<file path="src/rtl/poq_pkg.sv">
// Shared types and codes for the price-ordered order queue.
package poq_pkg;

  typedef enum logic [2:0] {
    ACT_INS_BUY  = 3'd0,
    ACT_INS_SELL = 3'd1,
    ACT_LOOKUP   = 3'd2,
    ACT_REMOVE   = 3'd3,
    ACT_CLEAR    = 3'd4
  } action_e;

  typedef enum logic [1:0] {
    ST_OK        = 2'd0,
    ST_FULL      = 2'd1,
    ST_NOT_FOUND = 2'd2
  } status_e;

  typedef struct packed {
    logic [2:0]  action;
    logic [15:0] trader;
    logic [19:0] order;
    logic [23:0] qty;
    logic [23:0] price;
  } in_beat_t;

  typedef struct packed {
    logic [1:0]  status;
    logic [15:0] found_trader;
    logic [19:0] found_order;
    logic [23:0] found_qty;
    logic [23:0] found_price;
    logic        found_side;
  } out_beat_t;

  typedef struct packed {
    logic [15:0] trader;
    logic [19:0] order;
    logic [23:0] qty;
    logic [23:0] price;
    logic        side;
  } entry_t;

  typedef struct packed {
    logic   insert;
    logic   remove;
    entry_t item;
  } cell_ctrl_t;

endpackage

</file>
<file path="src/rtl/poq_cell.sv">
// One slot of the sorted order chain: compare, hold, shift in from either neighbor.
module poq_cell import poq_pkg::*; (
  input  logic       clk_i,
  input  cell_ctrl_t ctrl_i,
  input  logic       occ_i,
  input  logic       left_keep_i,
  input  entry_t     left_entry_i,
  input  entry_t     right_entry_i,
  input  logic       match_before_i,
  output logic       keep_o,
  output logic       match_before_o,
  output logic       first_o,
  output entry_t     entry_o
);

  entry_t entry_q, entry_d;
  logic   ahead;
  logic   match;

  always_comb begin
    if (ctrl_i.item.side) begin
      ahead = entry_q.price > ctrl_i.item.price;
    end else begin
      ahead = entry_q.price >= ctrl_i.item.price;
    end
  end

  assign keep_o         = occ_i & ahead;
  assign match          = occ_i & (entry_q.trader == ctrl_i.item.trader) &
                          (entry_q.order == ctrl_i.item.order);
  assign match_before_o = match_before_i | match;
  assign first_o        = match & ~match_before_i;
  assign entry_o        = entry_q;

  always_comb begin
    entry_d = entry_q;
    if (ctrl_i.insert) begin
      if (!keep_o) begin
        entry_d = left_keep_i ? ctrl_i.item : left_entry_i;
      end
    end else if (ctrl_i.remove && match_before_o) begin
      entry_d = right_entry_i;
    end
  end

  always_ff @(posedge clk_i) begin
    entry_q <= entry_d;
  end

endmodule

</file>
<file path="config.mk">
export PLATFORM = sky130hd
export DESIGN_NAME = poq_cell
export DESIGN_NICKNAME = d
export VERILOG_FILES = /design/src/rtl/poq_pkg.sv /design/src/rtl/poq_cell.sv
export SDC_FILE = /design/constraint.sdc
export NUM_CORES = 1
export LEC_CHECK = 0
export BUFFER_PORTS_ARGS = -buffer_cell sky130_fd_sc_hd__buf_4
export CORE_ASPECT_RATIO = 0.8
export CORE_MARGIN = 10
export CORE_UTILIZATION = 39
export CTS_CLUSTER_SIZE = 40
export DETAILED_ROUTE_END_ITERATION = 16
export MAX_ROUTING_LAYER = met4
export PLACE_DENSITY_LB_ADDON = 0.2
export SLEW_MARGIN = 20
export SYNTH_ARGS = -nofsm -noshare
export SYNTH_HDL_FRONTEND = slang
export SYNTH_SLANG_ARGS = --single-unit
export TNS_END_PERCENT = 5
</file>
<file path="constraint.sdc">
create_clock -name clk_i -period 4.5 [get_ports clk_i]
set_input_delay 0.45 -clock clk_i [delete_from_list [all_inputs] [get_ports clk_i]]
set_output_delay 0.45 -clock clk_i [all_outputs]
set_load 0.01 [all_outputs]
</file>
==> flow_metrics.py, run 1 <==
metrics = {
    "global_route": {
        "grt_pass1_vias": 5463,
        "grt_start_max_net_pins": 103,
        "grt_overflow": 0,
        "grt_pass1_wl_mm": 30.0,
        "grt_usage_pct": 21.2,
        "antenna_found_initial": 0,
    },
    "sta": {
        "final.setup.tns_ns": 0,
        "timing.fmax_ghz": 0.311,
        "fin_crit_ns": 3.21,
        "hold_viol": 0,
        "whs_ns": 0.425,
        "slew_headroom_pct": 33.7,
        "rsz0062_at_grt": "no",
        "slew_violations": 0,
        "period_share_pct": 71.4,
        "worstMarginPinSlew_ns": 0.995,
        "setup_violations": 0,
        "fin_skew_ns": 0.00995,
    },
    "power": {
        "p_leak_nw": 3.94,
        "combPwrFrac_pct": 27.4,
        "sw_frac_of_total_pct": 27.2,
        "p_int_mw": 1.77,
        "power_mw": 2.43,
        "p_sw_uw": 661,
        "p_seq_share_pct": 41.9,
        "vdd_drop_max_uv": 170,
        "p_per_area_nw_per_um2": 290,
        "pwr-share-clk_pct": 30.8,
    },
    "setup_path": {
        "end_kind": "flip-flop",
        "worstSetupStartpoint": "entry_o[23]",
        "crit_arrival_ns": 3.18,
        "rrSetupSlack_ns": 1.29,
        "crit_end": "entry_o[49]",
        "worstReg2RegEnd": "entry_o[49]",
        "cp_max_fo": 51,
        "crit_path_start_kind": "flip-flop",
        "crit_type": "reg2reg",
        "r2r-start": "entry_o[23]",
        "reg2regPathDepth": 8,
        "required_ns": 4.47,
    },
    "die": {
        "die_y_um": 124,
        "std_cell_rows": 38,
        "start_util_pct": 39.5,
        "die-area_um2": 18700,
        "core-area_um2": 13500,
        "io_pins": 349,
        "die_w_um": 150,
    },
    "logic_synthesis": {
        "yosys.area.top_type": "edfxtp_1",
        "synth_top_area_share_pct": 48.1,
        "synth.cell_area_um2": 5310,
        "syn_inst": 509,
        "syn_avg_cell_area_um2": 10.4,
        "ys_seq_area_share_pct": 48.1,
        "ys_top_cells_by_area": "edfxtp_1 48%, mux2i_1 16%, a21oi_1 8.8%, nor2_1 6.2%, ha_1 5.7%",
        "synth.distinct_cells": 29,
        "yosysWarnings": 0,
        "synth_seq_cells": 85,
        "synth_nets": 794,
    },
    "placement": {
        "place_area_um2": 8080,
        "dp_hpwl_mm": 17.1,
        "gp_congestion": 0.923,
        "port_buffers": 348,
    },
    "drt": {
        "ant_nets": 0,
        "wire_per_inst_um": 19.8,
        "drtIter0Drc": 232,
        "drt-total-wl_mm": 20.4,
        "drt-pass1-iter-count": 4,
        "viasPerCell": 4.92,
        "drc_errors": 0,
        "vias": 5066,
    },
    "cts": {
        "path_clk_slew_ns": 0.07,
        "htree_levels": 3,
        "postCtsHoldBufs": 0,
        "clockRootBuffer": "clkbuf_16",
        "cts.sinks": 85,
        "cts-resized-gates": 0,
        "cts_buffer_depth": 2,
        "worstSkewPairLatency_ns": 0.34,
        "post_cts.repair.setup_buffers": 0,
        "cts_tree": "yes",
        "cts_buffers": 9,
    },
    "min_path": {
        "hp-start": "right_entry_i[52]",
        "min_path_type": "in2reg",
    },
    "cells_and_area": {
        "syn2layout_area_growth_pct": 57.9,
        "design_area_um2": 8380,
        "largest_reg_flops": 85,
        "antennaDiodeCount": 0,
        "final_nets": 1129,
        "drive_above_1_share_pct": 43.8,
    },
    "run_status": {
        "status": "finished, final reports clean",
    },
    "job": {
        "timing.max_cap.violations": 0,
    },
}
-- worst min path at each step --
| stage | end | slack [ns] | cells past startpoint |
|---|---|---|---|
| 2_1_floorplan | entry_o[0] | 0.68 | 2 |
| 3_3_place_gp | entry_o[54] | 0.77 | 3 |
| 3_5_place_dp | entry_o[81] | 0.78 | 3 |
| 4_1_cts | entry_o[52] | 0.42 | 3 |
| 5_1_grt | entry_o[48] | 0.43 | 3 |
| 6_report | entry_o[52] | 0.42 | 3 |
-- layout make-up --
class / instances / area [µm²]
Clock buffer: 10 / 229
Clock inverter: 6 / 71.3
Fill cell: 1144 / 5070
Inverter: 26 / 97.6
Multi-Input combinational cell: 369 / 2560
Sequential cell: 85 / 2550
Tap cell: 180 / 225
Timing Repair Buffer: 353 / 2650
-- critical path: stages, from the launching register on --
cell and delay, ns:
edfxtp_1 0.39, ha_1 0.35, nand4_2 0.16, nor4_2 0.36, nand4_1 0.18, or4_1 0.55, o211a_2 0.16, o2bb2ai_4 0.12
buf_4 0.54
-- cell usage in the layout, fill, tap and decap left out, drive strengths merged, types with 2 or more instances in the layout --
cell type  instances
a21o               2
a21oi             93
buf              353
clkbuf            10
clkinvlp           2
edfxtp            85
ha                24
inv               28
mux2i             85
nand2              6
nand3              7
nand4             11
nor2              88
nor4               4
o21ai              2
o21bai             2
xnor2             33
xor2               3
-- routing by layer --
metal  share of wire [%]  global-route usage (%)  vias to the layer above
met5                   0                       -                        -
met4                 2.0                    5.76                        0
met3                 9.9                    8.28                       25
met2                  51                    36.2                      220
met1                  37                    22.1                     2308
li1                    -                       -                     2513
-- cells by family after synthesis --
group | Yosys count | synth area share [%]
and+or+nand+nor | 120 | 9.80
adders and majority gates | 24 | 5.66
muxes | 85 | 16.0
DFF | 85 | 48.1
buffers and inverters | 55 | 4.01
AOI/OAI and AO/OA | 104 | 10.5
xor gates and xnor gates | 36 | 5.94
-- cells in the mapped netlist, drive strengths merged --
master    n
a21o      2
clkbuf   19
nand4    11
ha       24
edfxtp   85
a221oi    1
o21ai     2
o211a     1
o2bb2ai   1
o21bai    2
nand3     7
and2      1
a21oi    93
a2111oi   1
mux2i    85
xor2      3
nor2     88
nand2b    1
or4       1
nor4      4
nor2b     1
inv      26
xnor2    33
nand2     6
buf      10
a221o     1
-- through the flow --
stage               std cells  setup slack [ns]  util [%]
floorplan                 509             0.747         -
global placement         1013              1.23      60.1
detailed placement       1013              1.11      60.1
CTS                      1029              1.26      62.3
global route             1029              1.13      62.3
finish                   1029              1.29      62.3
-- power groups by stage --
stage	sequential (mW)	clock, mW	combinational (mW)
floorplan	1.07	0	0.248
global placement	1.03	0	0.659
detailed placement	1.03	0	0.670
CTS	1.02	0.763	0.672
global route	1.03	0.797	0.724
finish	1.02	0.747	0.664
Power figures use the tool's default switching activity.
==> inputs of run 2 (changes only) <==
--- a/config.mk
+++ b/config.mk
@@ -5,10 +5,11 @@
 export SDC_FILE = /design/constraint.sdc
 export NUM_CORES = 1
 export LEC_CHECK = 0
+export ABC_AREA = 1
 export BUFFER_PORTS_ARGS = -buffer_cell sky130_fd_sc_hd__buf_4
 export CORE_ASPECT_RATIO = 0.8
 export CORE_MARGIN = 10
-export CORE_UTILIZATION = 39
+export CORE_UTILIZATION = 45
 export CTS_CLUSTER_SIZE = 40
 export DETAILED_ROUTE_END_ITERATION = 16
 export MAX_ROUTING_LAYER = met4
==> constraint.sdc (replaced) <==
create_clock -name clk_i -period 3.3 [get_ports clk_i]
set_input_delay 0.33 -clock clk_i [delete_from_list [all_inputs] [get_ports clk_i]]
set_output_delay 0.33 -clock clk_i [all_outputs]
set_load 0.01 [all_outputs]
==> run 2 against run 1 <==
Against the previous run: global-route usage is 4.3 points higher; first-iteration DRC count is 120% higher; critical path type unchanged; fmax is 31% higher; non-clock buffer count is 1 higher; final area is 6.2% higher; sequential cell count stayed put; synthesized area is 10% higher; largest cell class is now multi-input gates.
==> flow_metrics.py, run 2 <==
metrics = {
    "die": {
        "die_y_um": 122,
        "die-area_um2": 18000,
        "core-area_um2": 12800,
        "die_w_um": 148,
        "io_pins": 349,
        "std_cell_rows": 37,
        "start_util_pct": 45.7,
    },
    "logic_synthesis": {
        "synth_top_area_share_pct": 43.6,
        "synth.distinct_cells": 31,
        "ys_seq_area_share_pct": 43.6,
        "synth_nets": 1085,
        "synth.cell_area_um2": 5860,
        "yosysMostFrequentCell": "nand2_1",
        "yosysWarnings": 0,
        "syn_inst": 800,
        "synth_commonest_cells": "201 x nand2_1, 127 x o21ai_0, 119 x nor2_1",
        "ys.flop_type": "edfxtp_1",
        "syn_avg_cell_area_um2": 7.32,
        "synth_edf_count": 85,
        "yosys.area.top_type": "edfxtp_1",
        "ys_top_cells_by_area": "edfxtp_1 44%, nand2_1 13%, o21ai_0 11%, nor2_1 7.6%, inv_1 6.2%",
        "synth_seq_cells": 85,
        "async_flop_share_pct": 0,
    },
    "cts": {
        "cts_buffers": 9,
        "postCtsHoldBufs": 0,
        "htree_levels": 3,
        "clockRootBuffer": "clkbuf_16",
        "cts_buffer_depth": 2,
        "worstSkewPairLatency_ns": 0.34,
        "cts_tree": "yes",
        "path_clk_slew_ns": 0.07,
        "cts.sinks": 85,
        "cts-resized-gates": 0,
        "post_cts.repair.setup_buffers": 0,
    },
    "drt": {
        "wire_per_inst_um": 18.3,
        "drc_errors": 0,
        "drt-pass1-iter-count": 5,
        "viasPerCell": 5.02,
        "ant_nets": 0,
        "drt-total-wl_mm": 24.0,
        "vias": 6566,
        "drtIter0Drc": 516,
    },
    "setup_path": {
        "cp_max_fo": 29,
        "cp_cell_sequence": "ha_1, nand2_1, nor2_1, and2_1, nand2_2, nor2_2, nand2_1, nand2_1, inv_1, nand2_2, nand2_1, nand2_4, buf_12",
        "end_kind": "flip-flop",
        "rrSetupSlack_ns": 0.84,
        "required_ns": 3.33,
        "cp_slowest_cell": "edfxtp_1",
        "crit_arrival_ns": 2.49,
        "crit_path_start_kind": "flip-flop",
        "worstSetupStartpoint": "entry_o[12]",
        "slowest_delay_ns": 0.41,
        "worst_path_most_repeated_cell": "nand2_1",
        "r2r-start": "entry_o[12]",
        "crit_family": "simple AND/OR/NAND/NOR gates",
        "crit_type": "reg2reg",
        "crit_buf_inv": 2,
    },
    "sta": {
        "rsz0062_at_grt": "no",
        "hold_viol": 0,
        "worstMarginPinSlew_ns": 0.913,
        "fin_skew_ns": 0.00713,
        "timing.fmax_ghz": 0.407,
        "final.setup.tns_ns": 0,
        "slew_violations": 0,
        "fin_crit_ns": 2.46,
        "setup_violations": 0,
        "period_share_pct": 74.5,
        "slew_headroom_pct": 39.1,
    },
    "global_route": {
        "grt_usage_pct": 25.4,
        "grt_overflow": 0,
        "grt_pass1_vias": 6393,
        "grt_start_max_net_pins": 86,
        "grt_pass1_wl_mm": 35.1,
        "antenna_found_initial": 0,
    },
    "power": {
        "p_per_area_nw_per_um2": 386,
        "power_mw": 3.44,
        "p_leak_nw": 4.44,
        "vdd_drop_max_uv": 280,
    },
    "placement": {
        "place_area_um2": 8600,
        "place_inst": 1293,
        "gp_congestion": 0.926,
        "port_buffers": 348,
        "dp_hpwl_mm": 19.0,
    },
    "cells_and_area": {
        "drive_above_1_share_pct": 33.3,
        "register_area_um2": 2550,
        "largest_reg_flops": 85,
        "n_fill_cell": 1062,
        "antennaDiodeCount": 0,
        "stdcell_count": 1309,
        "syn2layout_area_growth_pct": 52.0,
        "mostFrequentLayoutCell": "buf_4",
        "final_nets": 1414,
        "fin_util_pct": 69.4,
        "multi_input_area_um2": 2770,
        "design_area_um2": 8900,
        "mostFrequentLayoutCells": "351 x buf_4, 200 x nand2_1, 127 x o21ai_0, 119 x nor2_1, 96 x inv_1",
    },
    "min_path": {
        "min_path_type": "in2reg",
        "hp-start": "right_entry_i[27]",
    },
    "run_status": {
        "status": "finished, final reports clean",
    },
    "job": {
        "timing.max_cap.violations": 0,
    },
}
[run 2: cell types whose count changed in the layout (fill, tap and decap cells not counted), sizes merged, moves of 25 or more]
cell   before  now
nand2       6  203
o21ai       2  177
mux2i      85    0
a21oi      93   10
inv        28  101
nor2       88  121
xnor2      33    8
[run 2: metal layers]
layer | vias up | GRT usage, % | wire length (µm)
met1 | 2954 | 28.6 | 9310
met5 | - | - | 0
met3 | 35 | 8.15 | 2300
li1 | 3276 | - | -
met4 | 0 | 8.03 | 556
met2 | 301 | 42.5 | 11800
[run 2: where the power goes]
group | internal, mW | switching [mW]
registers | 1.34 | 0.0640
clock network | 0.596 | 0.439
logic | 0.491 | 0.511
total | 2.42 | 1.01
[run 2: layout make-up]
cell class	instances	share of cell area [%]
Clock buffer	10	2.57
Clock inverter	6	0.773
Inverter	98	4.13
Multi-Input combinational cell	581	31.1
Sequential cell	85	28.7
Tap cell	175	2.46
Timing Repair Buffer	354	30.3
[run 2: stage by stage]
step	setup slack [ns]	hold slack [ns]
6_report	0.842	0.271
5_1_grt	0.664	0.262
4_1_cts	0.821	0.260
3_5_place_dp	0.786	0.615
3_3_place_gp	0.857	0.613
2_1_floorplan	0.431	0.521
[run 2: final timing paths]
check / to / cells after the start
worst max-delay path: entry_o[47] / 13
worst min-delay path: entry_o[27] / 3
worst max register to register: entry_o[47] / 13
worst min register to register: entry_o[23] / 8
[run 2: worst min-delay path, cell delays in order]
cell	delay [ns]
buf_4	0.07
nand2_1	0.04
o21ai_0	0.05
[run 2: logic make-up after synthesis]
family                     Yosys count  synth area share (%)
AOI/OAI and AO/OA                  192                  16.6
buffers and inverters              134                  9.25
and+or+nand+nor                    355                  23.9
adders and majority gates           24                  5.13
DFF                                 85                  43.6
xor gates and xnor gates            10                  1.50
